$ cat src/design/vcb_pkg.sv
// Package with shared types, constants and codes of the cell balancing controller.
`default_nettype none
package vcb_pkg;
    localparam int NUM_STRINGS_DEF        = 2;
    localparam int MODULES_PER_STRING_DEF = 4;
    localparam int CELLS_PER_MODULE_DEF   = 16;

    localparam logic [2:0] REQ_WRITE_CELL = 3'd0;
    localparam logic [2:0] REQ_WRITE_STR  = 3'd1;
    localparam logic [2:0] REQ_REQUEST    = 3'd2;
    localparam logic [2:0] REQ_TICK       = 3'd3;
    localparam logic [2:0] REQ_READ       = 3'd4;

    localparam logic [1:0] CODE_NONE   = 2'd0;
    localparam logic [1:0] CODE_ALLOW  = 2'd1;
    localparam logic [1:0] CODE_FORBID = 2'd2;

    localparam logic       ST_CHECK   = 1'b0;
    localparam logic       ST_BALANCE = 1'b1;
    localparam logic [1:0] SUB_ENTRY  = 2'd0;
    localparam logic [1:0] SUB_VOLT   = 2'd1;
    localparam logic [1:0] SUB_REST   = 2'd2;
    localparam logic [1:0] SUB_ACT    = 2'd3;

    localparam logic [2:0] REG_BASE  = 3'd0;
    localparam logic [2:0] REG_HYST  = 3'd1;
    localparam logic [2:0] REG_LOWV  = 3'd2;
    localparam logic [2:0] REG_UPT   = 3'd3;
    localparam logic [2:0] REG_SHORT = 3'd4;
    localparam logic [2:0] REG_BWAIT = 3'd5;

    typedef struct packed {
        logic [2:0]         req_type;
        logic               string_index;
        logic [1:0]         module_index;
        logic [3:0]         cell_index;
        logic signed [15:0] voltage_mv;
        logic signed [15:0] temperature_ddegc;
        logic [1:0]         request_code;
        logic               at_rest;
        logic               global_allowed;
    } vcb_in_t;

    typedef struct packed {
        logic        fsm_state;
        logic [1:0]  substate;
        logic        balancing_active;
        logic        balancing_enabled;
        logic [15:0] activation_bits;
        logic [6:0]  balanced_count;
    } vcb_out_t;

    typedef struct packed {
        logic [11:0]        base_threshold_mv;
        logic [11:0]        hysteresis_mv;
        logic signed [15:0] lower_voltage_limit_mv;
        logic signed [15:0] upper_temp_limit_ddegc;
        logic [7:0]         short_wait_ticks;
        logic [7:0]         balance_wait_ticks;
    } vcb_cfg_t;
endpackage
`default_nettype wire

$ cat src/design/vcb_if.sv
// Valid/ready channel interface carrying one word.
`default_nettype none
interface vcb_if #(parameter type word_t = logic);
    logic  valid;
    logic  ready;
    word_t data;
    modport source (output valid, output data, input ready);
    modport sink (input valid, input data, output ready);
endinterface
`default_nettype wire

$ cat src/design/vcb_ram.sv
// Generic single-port RAM with registered read.
`default_nettype none
module vcb_ram #(
    parameter int WIDTH = 16,
    parameter int DEPTH = 128
) (
    input  wire logic                     clk,
    input  wire logic                     we,
    input  wire logic [$clog2(DEPTH)-1:0] addr,
    input  wire logic [WIDTH-1:0]         wdata,
    output logic      [WIDTH-1:0]         rdata
);
    logic [WIDTH-1:0] mem [DEPTH];

    always_ff @(posedge clk)
    begin
        if (we)
        begin
            mem[addr] <= wdata;
        end
        rdata <= mem[addr];
    end
endmodule
`default_nettype wire

$ cat src/design/vcb_cfg.sv
// APB-style configuration register file.
`default_nettype none
module vcb_cfg (
    input  wire logic            clk,
    input  wire logic            rst_n,
    input  wire logic            psel,
    input  wire logic            penable,
    input  wire logic            pwrite,
    input  wire logic [4:0]      paddr,
    input  wire logic [31:0]     pwdata,
    output logic      [31:0]     prdata,
    output logic                 pready,
    output vcb_pkg::vcb_cfg_t    cfg
);
    import vcb_pkg::*;
    vcb_cfg_t   cfg_reg;
    logic [2:0] idx;

    assign pready = 1'b1;
    assign idx    = paddr[4:2];
    assign cfg    = cfg_reg;

    always_ff @(posedge clk or negedge rst_n)
    begin
        if (!rst_n)
        begin
            cfg_reg.base_threshold_mv      <= 12'd10;
            cfg_reg.hysteresis_mv          <= 12'd200;
            cfg_reg.lower_voltage_limit_mv <= 16'sd1500;
            cfg_reg.upper_temp_limit_ddegc <= 16'sd700;
            cfg_reg.short_wait_ticks       <= 8'd1;
            cfg_reg.balance_wait_ticks     <= 8'd10;
        end
        else if (psel && penable && pwrite)
        begin
            unique case (idx)
                REG_BASE:  cfg_reg.base_threshold_mv      <= pwdata[11:0];
                REG_HYST:  cfg_reg.hysteresis_mv          <= pwdata[11:0];
                REG_LOWV:  cfg_reg.lower_voltage_limit_mv <= pwdata[15:0];
                REG_UPT:   cfg_reg.upper_temp_limit_ddegc <= pwdata[15:0];
                REG_SHORT: cfg_reg.short_wait_ticks       <= pwdata[7:0];
                REG_BWAIT: cfg_reg.balance_wait_ticks     <= pwdata[7:0];
                default:   ;
            endcase
        end
    end

    always_comb
    begin
        prdata = 32'd0;
        unique case (idx)
            REG_BASE:  prdata = {20'd0, cfg_reg.base_threshold_mv};
            REG_HYST:  prdata = {20'd0, cfg_reg.hysteresis_mv};
            REG_LOWV:  prdata = {16'd0, cfg_reg.lower_voltage_limit_mv};
            REG_UPT:   prdata = {16'd0, cfg_reg.upper_temp_limit_ddegc};
            REG_SHORT: prdata = {24'd0, cfg_reg.short_wait_ticks};
            REG_BWAIT: prdata = {24'd0, cfg_reg.balance_wait_ticks};
            default:   prdata = 32'd0;
        endcase
    end
endmodule
`default_nettype wire

$ cat src/design/voltage_cell_balancing_controller.sv
// Top level of the voltage-threshold passive cell balancing controller.
// A voltage write, string write, request, read or other tick passes the exec, read and
// out states to a result; an activating tick walks every stored cell through one shared
// comparator, one cell per cycle, in the scan state, then passes the fin, read and out states.
// One word is in work at a time; the next is accepted once the result is taken.
// Reset (rst_n, asynchronous) enters the check state; the cell store is cleared by a
// sweep of one entry per cycle over every entry before the first word is accepted.
`default_nettype none
module voltage_cell_balancing_controller #(
    parameter int NUM_STRINGS        = vcb_pkg::NUM_STRINGS_DEF,
    parameter int MODULES_PER_STRING = vcb_pkg::MODULES_PER_STRING_DEF,
    parameter int CELLS_PER_MODULE   = vcb_pkg::CELLS_PER_MODULE_DEF
) (
    input  wire logic        clk,
    input  wire logic        rst_n,
    vcb_if.sink              in_ch,
    vcb_if.source            out_ch,
    input  wire logic        psel,
    input  wire logic        penable,
    input  wire logic        pwrite,
    input  wire logic [4:0]  paddr,
    input  wire logic [31:0] pwdata,
    output logic      [31:0] prdata,
    output logic             pready
);
    import vcb_pkg::*;

    localparam int CPS   = MODULES_PER_STRING * CELLS_PER_MODULE;
    localparam int TOTAL = NUM_STRINGS * CPS;
    localparam int AW    = (TOTAL > 1) ? $clog2(TOTAL) : 1;
    localparam int SW    = (NUM_STRINGS > 1) ? $clog2(NUM_STRINGS) : 1;
    localparam int KW    = (CPS > 1) ? $clog2(CPS) : 1;

    // Sequencer states.
    localparam logic [2:0] S_CLEAR = 3'd0;
    localparam logic [2:0] S_IDLE  = 3'd1;
    localparam logic [2:0] S_EXEC  = 3'd2;
    localparam logic [2:0] S_SCAN  = 3'd3;
    localparam logic [2:0] S_FIN   = 3'd4;
    localparam logic [2:0] S_READ  = 3'd5;
    localparam logic [2:0] S_OUT   = 3'd6;

    vcb_cfg_t cfg;
    vcb_cfg u_cfg (
        .clk(clk), .rst_n(rst_n), .psel(psel), .penable(penable), .pwrite(pwrite),
        .paddr(paddr), .pwdata(pwdata), .prdata(prdata), .pready(pready), .cfg(cfg)
    );

    // Cell voltage memory; activation marks live in flip-flops (read 16 at a time).
    logic          ram_we;
    logic [AW-1:0] ram_addr;
    logic [15:0]   ram_wdata, ram_rdata;
    vcb_ram #(.WIDTH(16), .DEPTH(TOTAL)) u_volt (
        .clk(clk), .we(ram_we), .addr(ram_addr), .wdata(ram_wdata), .rdata(ram_rdata)
    );

    logic [2:0]        seq_reg, seq_next;
    vcb_in_t           in_reg;
    logic [TOTAL-1:0]  act_reg;
    logic signed [15:0] smin_reg [NUM_STRINGS];
    logic signed [15:0] stemp_reg [NUM_STRINGS];
    logic [6:0]        scnt_reg [NUM_STRINGS];
    logic              fsm_reg;
    logic [1:0]        sub_reg;
    logic [7:0]        timer_reg;
    logic [12:0]       thr_reg;
    logic [1:0]        pend_reg;
    logic              local_reg, active_reg, enable_reg;
    logic [AW:0]       ptr_reg;      // address being issued
    logic [AW:0]       cmp_reg;      // address whose data is arriving
    logic [SW-1:0]     cmp_str_reg;  // string of the cell whose data is arriving
    logic [KW-1:0]     cmp_k_reg;    // position of that cell within its string
    logic              cmp_vld_reg;
    logic              done_reg;
    logic [6:0]        cnt_reg;
    vcb_out_t          out_reg;

    logic s_ok, m_ok, c_ok;
    assign s_ok = 32'(in_reg.string_index) < NUM_STRINGS;
    assign m_ok = 32'(in_reg.module_index) < MODULES_PER_STRING;
    assign c_ok = 32'(in_reg.cell_index) < CELLS_PER_MODULE;

    logic [AW-1:0] wr_addr;
    assign wr_addr = AW'(32'(in_reg.string_index) * CPS
                   + 32'(in_reg.module_index) * CELLS_PER_MODULE
                   + 32'(in_reg.cell_index));

    // Scan comparison: one cell per cycle through the shared comparator.
    logic [SW-1:0]      cmp_str;
    logic [KW-1:0]      cmp_k;
    logic signed [17:0] lim;
    logic               hit;
    assign cmp_str = cmp_str_reg;
    assign cmp_k   = cmp_k_reg;
    assign lim     = 18'(smin_reg[cmp_str]) + 18'($signed({1'b0, thr_reg}));
    assign hit     = 18'(signed'(ram_rdata)) > lim;

    // Tick decision computed combinationally from current machine state.
    logic [1:0] req_eff;
    logic       loc_eff, run, limit_hit;
    always_comb
    begin
        limit_hit = 1'b0;
        for (int s = 0; s < NUM_STRINGS; s++)
        begin
            if (smin_reg[s] <= cfg.lower_voltage_limit_mv ||
                stemp_reg[s] >= cfg.upper_temp_limit_ddegc)
            begin
                limit_hit = 1'b1;
            end
        end
    end
    assign run     = (timer_reg <= 8'd1);
    assign req_eff = pend_reg;
    assign loc_eff = (req_eff == CODE_FORBID) ? 1'b0 :
                     (req_eff == CODE_ALLOW) ? 1'b1 : local_reg;

    assign in_ch.ready  = (seq_reg == S_IDLE);
    assign out_ch.valid = (seq_reg == S_OUT);
    assign out_ch.data  = out_reg;

    always_comb
    begin
        seq_next = seq_reg;
        unique case (seq_reg)
            S_CLEAR: if (ptr_reg == (AW+1)'(TOTAL - 1)) seq_next = S_IDLE;
            S_IDLE:  if (in_ch.valid) seq_next = S_EXEC;
            S_EXEC:
            begin
                if (in_reg.req_type == REQ_TICK && run && fsm_reg == ST_BALANCE &&
                    in_reg.global_allowed && sub_reg == SUB_ACT && loc_eff)
                begin
                    seq_next = S_SCAN;
                end
                else
                begin
                    seq_next = S_READ;
                end
            end
            S_SCAN:  if (cmp_vld_reg && cmp_reg == (AW+1)'(TOTAL - 1)) seq_next = S_FIN;
            S_FIN:   seq_next = S_READ;
            S_READ:  seq_next = S_OUT;
            S_OUT:   if (out_ch.ready) seq_next = S_IDLE;
            default: seq_next = S_IDLE;
        endcase
    end

    always_comb
    begin
        ram_we    = 1'b0;
        ram_addr  = ptr_reg[AW-1:0];
        ram_wdata = in_reg.voltage_mv;
        if (seq_reg == S_CLEAR)
        begin
            ram_we    = 1'b1;
            ram_wdata = 16'd0;
        end
        else if (seq_reg == S_EXEC && in_reg.req_type == REQ_WRITE_CELL && s_ok && m_ok && c_ok)
        begin
            ram_we   = 1'b1;
            ram_addr = wr_addr;
        end
    end

    // Marks of the addressed module and the balanced count of its string, gathered for the result.
    logic [15:0] bits;
    logic [6:0]  rcnt;
    always_comb
    begin
        bits = 16'd0;
        rcnt = 7'd0;
        if (s_ok)
        begin
            rcnt = scnt_reg[SW'(in_reg.string_index)];
            if (m_ok)
            begin
                for (int k = 0; k < CELLS_PER_MODULE; k++)
                begin
                    bits[k] = act_reg[32'(in_reg.string_index) * CPS
                                      + 32'(in_reg.module_index) * CELLS_PER_MODULE + k];
                end
            end
        end
    end

    always_ff @(posedge clk)
    begin
        if (seq_reg == S_IDLE && in_ch.valid)
        begin
            in_reg <= in_ch.data;
        end
        if (seq_reg == S_READ)
        begin
            out_reg.fsm_state         <= fsm_reg;
            out_reg.substate          <= sub_reg;
            out_reg.balancing_active  <= active_reg;
            out_reg.balancing_enabled <= enable_reg;
            out_reg.activation_bits   <= bits;
            out_reg.balanced_count    <= rcnt;
        end
    end

    always_ff @(posedge clk or negedge rst_n)
    begin
        if (!rst_n)
        begin
            seq_reg     <= S_CLEAR;
            act_reg     <= '0;
            for (int s = 0; s < NUM_STRINGS; s++)
            begin
                smin_reg[s]  <= '0;
                stemp_reg[s] <= '0;
                scnt_reg[s]  <= '0;
            end
            fsm_reg     <= ST_CHECK;
            sub_reg     <= SUB_ENTRY;
            timer_reg   <= '0;
            thr_reg     <= 13'd210;
            pend_reg    <= CODE_NONE;
            local_reg   <= 1'b1;
            active_reg  <= 1'b0;
            enable_reg  <= 1'b0;
            ptr_reg     <= '0;
            cmp_reg     <= '0;
            cmp_str_reg <= '0;
            cmp_k_reg   <= '0;
            cmp_vld_reg <= 1'b0;
            done_reg    <= 1'b0;
            cnt_reg     <= '0;
        end
        else
        begin
            seq_reg <= seq_next;
            unique case (seq_reg)
                S_CLEAR:
                begin
                    ptr_reg <= (ptr_reg == (AW+1)'(TOTAL - 1)) ? '0 : ptr_reg + 1'b1;
                end
                S_EXEC:
                begin
                    ptr_reg     <= '0;
                    cmp_str_reg <= '0;
                    cmp_k_reg   <= '0;
                    cmp_vld_reg <= 1'b0;
                    done_reg    <= 1'b1;
                    cnt_reg     <= '0;
                    priority case (in_reg.req_type)
                        REQ_WRITE_STR:
                            if (s_ok)
                            begin
                                smin_reg[SW'(in_reg.string_index)]  <= in_reg.voltage_mv;
                                stemp_reg[SW'(in_reg.string_index)] <= in_reg.temperature_ddegc;
                            end
                        REQ_REQUEST:
                            if (in_reg.request_code != 2'd3) pend_reg <= in_reg.request_code;
                        REQ_TICK:
                        begin
                            if (!run)
                            begin
                                timer_reg <= timer_reg - 8'd1;
                            end
                            else
                            begin
                                pend_reg  <= CODE_NONE;
                                local_reg <= loc_eff;
                                if (fsm_reg == ST_CHECK)
                                begin
                                    timer_reg <= cfg.short_wait_ticks;
                                    if (!loc_eff || !in_reg.global_allowed)
                                    begin
                                        act_reg    <= '0;
                                        enable_reg <= 1'b0;
                                        active_reg <= 1'b0;
                                        for (int s = 0; s < NUM_STRINGS; s++)
                                            scnt_reg[s] <= '0;
                                    end
                                    else if (in_reg.at_rest)
                                    begin
                                        fsm_reg <= ST_BALANCE;
                                        sub_reg <= SUB_ENTRY;
                                    end
                                end
                                else if (!in_reg.global_allowed ||
                                         (sub_reg == SUB_ENTRY && !loc_eff) ||
                                         (sub_reg == SUB_VOLT && limit_hit) ||
                                         (sub_reg == SUB_REST && !in_reg.at_rest) ||
                                         (sub_reg == SUB_ACT && !loc_eff))
                                begin
                                    // Exit to check; deactivate if active.
                                    if (active_reg)
                                    begin
                                        act_reg    <= '0;
                                        enable_reg <= 1'b0;
                                        for (int s = 0; s < NUM_STRINGS; s++)
                                            scnt_reg[s] <= '0;
                                    end
                                    active_reg <= 1'b0;
                                    fsm_reg    <= ST_CHECK;
                                    sub_reg    <= SUB_ENTRY;
                                    timer_reg  <= (!in_reg.global_allowed ||
                                                   sub_reg == SUB_ENTRY) ?
                                                  cfg.short_wait_ticks : cfg.balance_wait_ticks;
                                end
                                else
                                begin
                                    unique case (sub_reg)
                                        SUB_ENTRY:
                                        begin
                                            sub_reg   <= SUB_VOLT;
                                            timer_reg <= cfg.short_wait_ticks;
                                        end
                                        SUB_VOLT:
                                        begin
                                            sub_reg   <= SUB_REST;
                                            timer_reg <= cfg.balance_wait_ticks;
                                        end
                                        SUB_REST:
                                        begin
                                            sub_reg   <= SUB_ACT;
                                            timer_reg <= cfg.balance_wait_ticks;
                                        end
                                        default:
                                        begin
                                            timer_reg <= cfg.balance_wait_ticks;
                                        end
                                    endcase
                                end
                            end
                        end
                        default: ;
                    endcase
                end
                S_SCAN:
                begin
                    if (ptr_reg != (AW+1)'(TOTAL))
                    begin
                        ptr_reg <= ptr_reg + 1'b1;
                    end
                    cmp_vld_reg <= (ptr_reg != (AW+1)'(TOTAL));
                    cmp_reg     <= ptr_reg;
                    if (cmp_vld_reg)
                    begin
                        act_reg[cmp_reg[AW-1:0]] <= hit;
                        if (hit)
                        begin
                            done_reg   <= 1'b0;
                            thr_reg    <= {1'b0, cfg.base_threshold_mv};
                            active_reg <= 1'b1;
                            enable_reg <= 1'b1;
                        end
                        if (32'(cmp_k) == CPS - 1)
                        begin
                            scnt_reg[cmp_str] <= (hit && cnt_reg != 7'd127) ?
                                                 cnt_reg + 7'd1 : cnt_reg;
                            cnt_reg     <= '0;
                            cmp_k_reg   <= '0;
                            cmp_str_reg <= cmp_str_reg + 1'b1;
                        end
                        else
                        begin
                            cmp_k_reg <= cmp_k_reg + 1'b1;
                            if (hit && cnt_reg != 7'd127)
                            begin
                                cnt_reg <= cnt_reg + 7'd1;
                            end
                        end
                    end
                end
                S_FIN:
                begin
                    sub_reg <= SUB_ENTRY;
                    if (done_reg)
                    begin
                        thr_reg <= 13'(cfg.base_threshold_mv) + 13'(cfg.hysteresis_mv);
                        fsm_reg <= ST_CHECK;
                    end
                    else
                    begin
                        fsm_reg <= ST_BALANCE;
                    end
                end
                default: ;
            endcase
        end
    end
endmodule
`default_nettype wire
$ cat src/flat_wrapper.sv
// flat-port wrapper written by rule: the top's interface ports become plain ports
module voltage_cell_balancing_controller_flat import vcb_pkg::*;
#(
    parameter int NUM_STRINGS        = vcb_pkg::NUM_STRINGS_DEF,
    parameter int MODULES_PER_STRING = vcb_pkg::MODULES_PER_STRING_DEF,
    parameter int CELLS_PER_MODULE   = vcb_pkg::CELLS_PER_MODULE_DEF
)
  (clk, rst_n, psel, penable, pwrite, paddr, pwdata, prdata, pready, in_ch_valid, in_ch_data, in_ch_ready, out_ch_valid, out_ch_data, out_ch_ready);
  vcb_if in_ch_i ();
  vcb_if out_ch_i ();
  input  wire logic clk;
  input  wire logic rst_n;
  input  wire logic psel;
  input  wire logic penable;
  input  wire logic pwrite;
  input  wire logic [4:0] paddr;
  input  wire logic [31:0] pwdata;
  output logic      [31:0] prdata;
  output logic pready;
  input wire logic [$bits(in_ch_i.valid)-1:0] in_ch_valid;
  input wire logic [$bits(in_ch_i.data)-1:0] in_ch_data;
  output wire logic [$bits(in_ch_i.ready)-1:0] in_ch_ready;
  output wire logic [$bits(out_ch_i.valid)-1:0] out_ch_valid;
  output wire logic [$bits(out_ch_i.data)-1:0] out_ch_data;
  input wire logic [$bits(out_ch_i.ready)-1:0] out_ch_ready;
  assign in_ch_i.valid = in_ch_valid;
  assign in_ch_i.data = in_ch_data;
  assign in_ch_ready = in_ch_i.ready;
  assign out_ch_valid = out_ch_i.valid;
  assign out_ch_data = out_ch_i.data;
  assign out_ch_i.ready = out_ch_ready;
  voltage_cell_balancing_controller #(.NUM_STRINGS(NUM_STRINGS), .MODULES_PER_STRING(MODULES_PER_STRING), .CELLS_PER_MODULE(CELLS_PER_MODULE)) u_core (.clk(clk), .rst_n(rst_n), .in_ch(in_ch_i), .out_ch(out_ch_i), .psel(psel), .penable(penable), .pwrite(pwrite), .paddr(paddr), .pwdata(pwdata), .prdata(prdata), .pready(pready));
endmodule
$ cat config.mk
export PLATFORM = sky130hd
export DESIGN_NAME = voltage_cell_balancing_controller_flat
export DESIGN_NICKNAME = d
export VERILOG_FILES = /design/src/design/vcb_pkg.sv /design/src/design/vcb_if.sv /design/src/design/vcb_ram.sv /design/src/design/vcb_cfg.sv /design/src/design/voltage_cell_balancing_controller.sv /design/src/flat_wrapper.sv
export SDC_FILE = /design/constraint.sdc
export NUM_CORES = 1
export LEC_CHECK = 0
export ABC_AREA = 1
export BUFFER_PORTS_ARGS = -buffer_cell sky130_fd_sc_hd__buf_2
export CORE_MARGIN = 3
export CORE_UTILIZATION = 33
export CTS_BUF_LIST = sky130_fd_sc_hd__clkbuf_16
export CTS_CLUSTER_DIAMETER = 60
export DETAILED_ROUTE_END_ITERATION = 12
export GPL_TIMING_DRIVEN = 0
export HOLD_SLACK_MARGIN = 0.06
export SYNTH_ARGS = -nofsm -noshare
export SYNTH_HDL_FRONTEND = slang
export SYNTH_SLANG_ARGS = --single-unit
$ cat constraint.sdc
create_clock -name clk -period 1.42 [get_ports clk]
set_clock_uncertainty 0.1 [all_clocks]
set_input_delay 0.213 -clock clk [delete_from_list [all_inputs] [get_ports clk]]
set_output_delay 0.213 -clock clk [all_outputs]
set_load 0.02 [all_outputs]
==> run metrics <==
CTS Root Cell clkbuf_16; vias in the first global route between 4000 and 5000; Syn Area/Cell 8.70 um2; # clock sinks slightly above 100; TritonCTS Buffers 9; Cell Chain, Critical Path inv_2 -> nor2_1 -> a221oi_1 -> nand3_1 -> buf_6; CP top delay family flip-flops; Pwr Density 1440 nW/um2; dominant cell type by area after synthesis dfrtp_1; main combinational cell family by area after synthesis simple AND/OR/NAND/NOR gates; FP Rows 43; clk_lat worst skew 340 ps; gpl congestion roughly 0.8; final worst slack -254 ps; IO buf count 44; Remaining DRCs 0; simple-gate share of the synthesized area 19.1%; Syn Inst Count ~550; Post-Layout Inst Area about 6700 um2; die area around 16000 um2; antenna cells 0; Critical Path RT 1110 ps; Max Cap Violations 0; Synth top area share a little over two fifths; die width roughly 130 um; final core occ around 48%; fraction of synthesized area in multiplexers 0%; worst path arrival time between 1000 and 1500 ps; antenna violations before repair 0; synthesized flop and latch total roughly 100; Synth Area in Adders under 10%; Synth cell types 34; Layout Nets between 700 and 800; initial core utilization between 30% and 40%; Top FF cell, synth dfrtp_1; Worst Path Buf+Inv 2; Worst Hold Class in2reg; commonest non-fill, non-tap cell in the layout nand2_1; Final HPWL DP 8060 um; Routed Antenna Nets 0; FMAX around 600 MHz; RR Startpoint u_core.ptr_reg[1]; status complete, but fails checks; Max Slew Vio Count 0; Core ar. 14000 um2; FF-to-FF End u_core.ptr_reg[1]; maximum vdd drop 875 uV; aggregate global-route resource usage between 10% and 20%; Max Root-Sink Buffers 2; layout overhead on the synthesized area 39.8%; die height 126 um; r2r setup slk -180 ps; Total Wirelength between 10000 and 15000 um; Final min period between 1500 and 2000 ps; first-pass GRT wire length roughly 20000 um; Worst Tran Pin Value roughly 520 ps; CP Class reg2out; Synth Cell Area around 4800 um2; DRT Pass-1 Iters 4; complex-gate fraction of the synthesized area ~16%; CP peak stage delay about 380 ps; Area after DPL around 5300 um2; max reg flops 72; Critical Path Fanout Max 2; failing checks negative setup slack; Setup crit start kind flip-flop; Worst Setup End Kind output pin; DRT iter0 DRCs about 280; largest net degree at the start of global routing between 60 and 70; HP Start pwdata[8]; Worst Reg-to-Reg Cells 8; final hold vios 0; routed len/inst ~14 um; Post-synth ARST share ~100%; unrepaired setup endpoints after global routing true; Yosys warning count 0; XOR/XNOR share of the synthesized area less than 1%; CTS tree built; WHS Path Cells 3; Vias/cell between 4 and 5; Seq/Total Area, Yosys between 50% and 60%; Setup-failing EPs final 35; num ports a little over 80; Critical Path Slowest Stage Cell dfrtp_1; largest cells by area after synthesis dfrtp_1, dfstp_2, nand2_1; clk slew on worst S/H paths ~70 ps; Post-synth EDFFs 1; P_leak 3.15 nW; share of cells above drive strength 1 about two fifths; Hold EP u_core.u_cfg.cfg[40]; via count 4162; most frequent cells in the layout nand2_1, dfrtp_1, o21ai_0; Slew HR 65.2%; Tcrit/Tclk final 118%; grt ovf 0; CTS H-Tree Depth 3
## layout make-up
cell class                 count  area, um2
buffer                        36        272
clock buffer                   9        225
clock inverter                 7       66.3
fill                        1322       7320
inverter                      60        245
multi-input combinational    365       2150
sequential                   102       2590
tap                          180        225
timing repair buffer         102        898
## through the flow
step                hold slack [ps]  setup slack (ps)  total power, mW  setup TNS, ps  cells
floorplan                      -183             -41.7             5.38          -95.3    563
global placement                335             -1180             5.88         -99950    787
detailed placement              104              -406             5.99         -13470    788
CTS                            71.5              -297             9.14          -4260    849
global route                    106              -348             10.2          -6870    861
finish                         69.1              -254             9.62          -4010    861
## what timing repair did
action                                  in CTS  in global routing
cloned                                       2                  0
hold buffers                                15                  0
setup buffers                               30                 12
endpoints found under the setup margin      43                 47
gates resized for setup                    107                 77
pin swaps                                   42                 43
endpoints found under the hold margin       48                  0
## cell families (layout without fill, tap and decap cells)
kind of cell    count (synthesis)  in the layout
simple gates                  212            212
compound gates                131            131
flops                         102            102
buf+inv                        96            214
fa+ha+maj                       4              4
other cells                     2             17
xor+xnor                        1              1
## worst max-delay path by stage
stage	cells past startpoint	endpoint	from
detailed placement	6	prdata[2]	paddr[2]
global placement	1	u_core.seq_reg[1]	rst_n
CTS	5	prdata[6]	u_core.u_cfg.cfg[6]
floorplan	10	u_core.scnt_reg[7]	u_core.cmp_k[1]
global route	5	prdata[4]	u_core.u_cfg.cfg[4]
finish	5	prdata[6]	u_core.u_cfg.cfg[6]
## metal layers
metal | GRT usage (%) | vias to the layer above | wire [um]
met5 | 0 | - | 0
met4 | 5.17 | 0 | 194
met3 | 3.77 | 16 | 659
met2 | 26.3 | 109 | 6210
met1 | 20.3 | 2008 | 5400
li1 | - | 2029 | -
## tightest hold or removal path, delay by kind of cell
kind	cells	cell delay, ps
AO/OA/AOI/OAI	1	100
buffers and inverters	2	180
## report_power, final
group | internal [mW] | switching (mW)
logic | 1.46 | 1.72
clock network | 1.36 | 1.07
registers | 3.58 | 0.433
## Yosys cell counts (3+ instances only)
library cell  instances
a21oi_1               6
a221oi_1              8
a22o_1                4
a22oi_1              13
buf_2                14
buf_4                18
clkbuf_1              3
dfrtp_1              80
dfstp_2              21
ha_1                  4
inv_1                51
inv_2                 9
nand2_1             135
nand2_2               4
nand3_1              29
nand4_1               4
nor2_1               29
nor3_1                3
o211ai_1              3
o21ai_0              85
o21ai_1              10
Note: power is estimated with default switching activity, not from simulation.
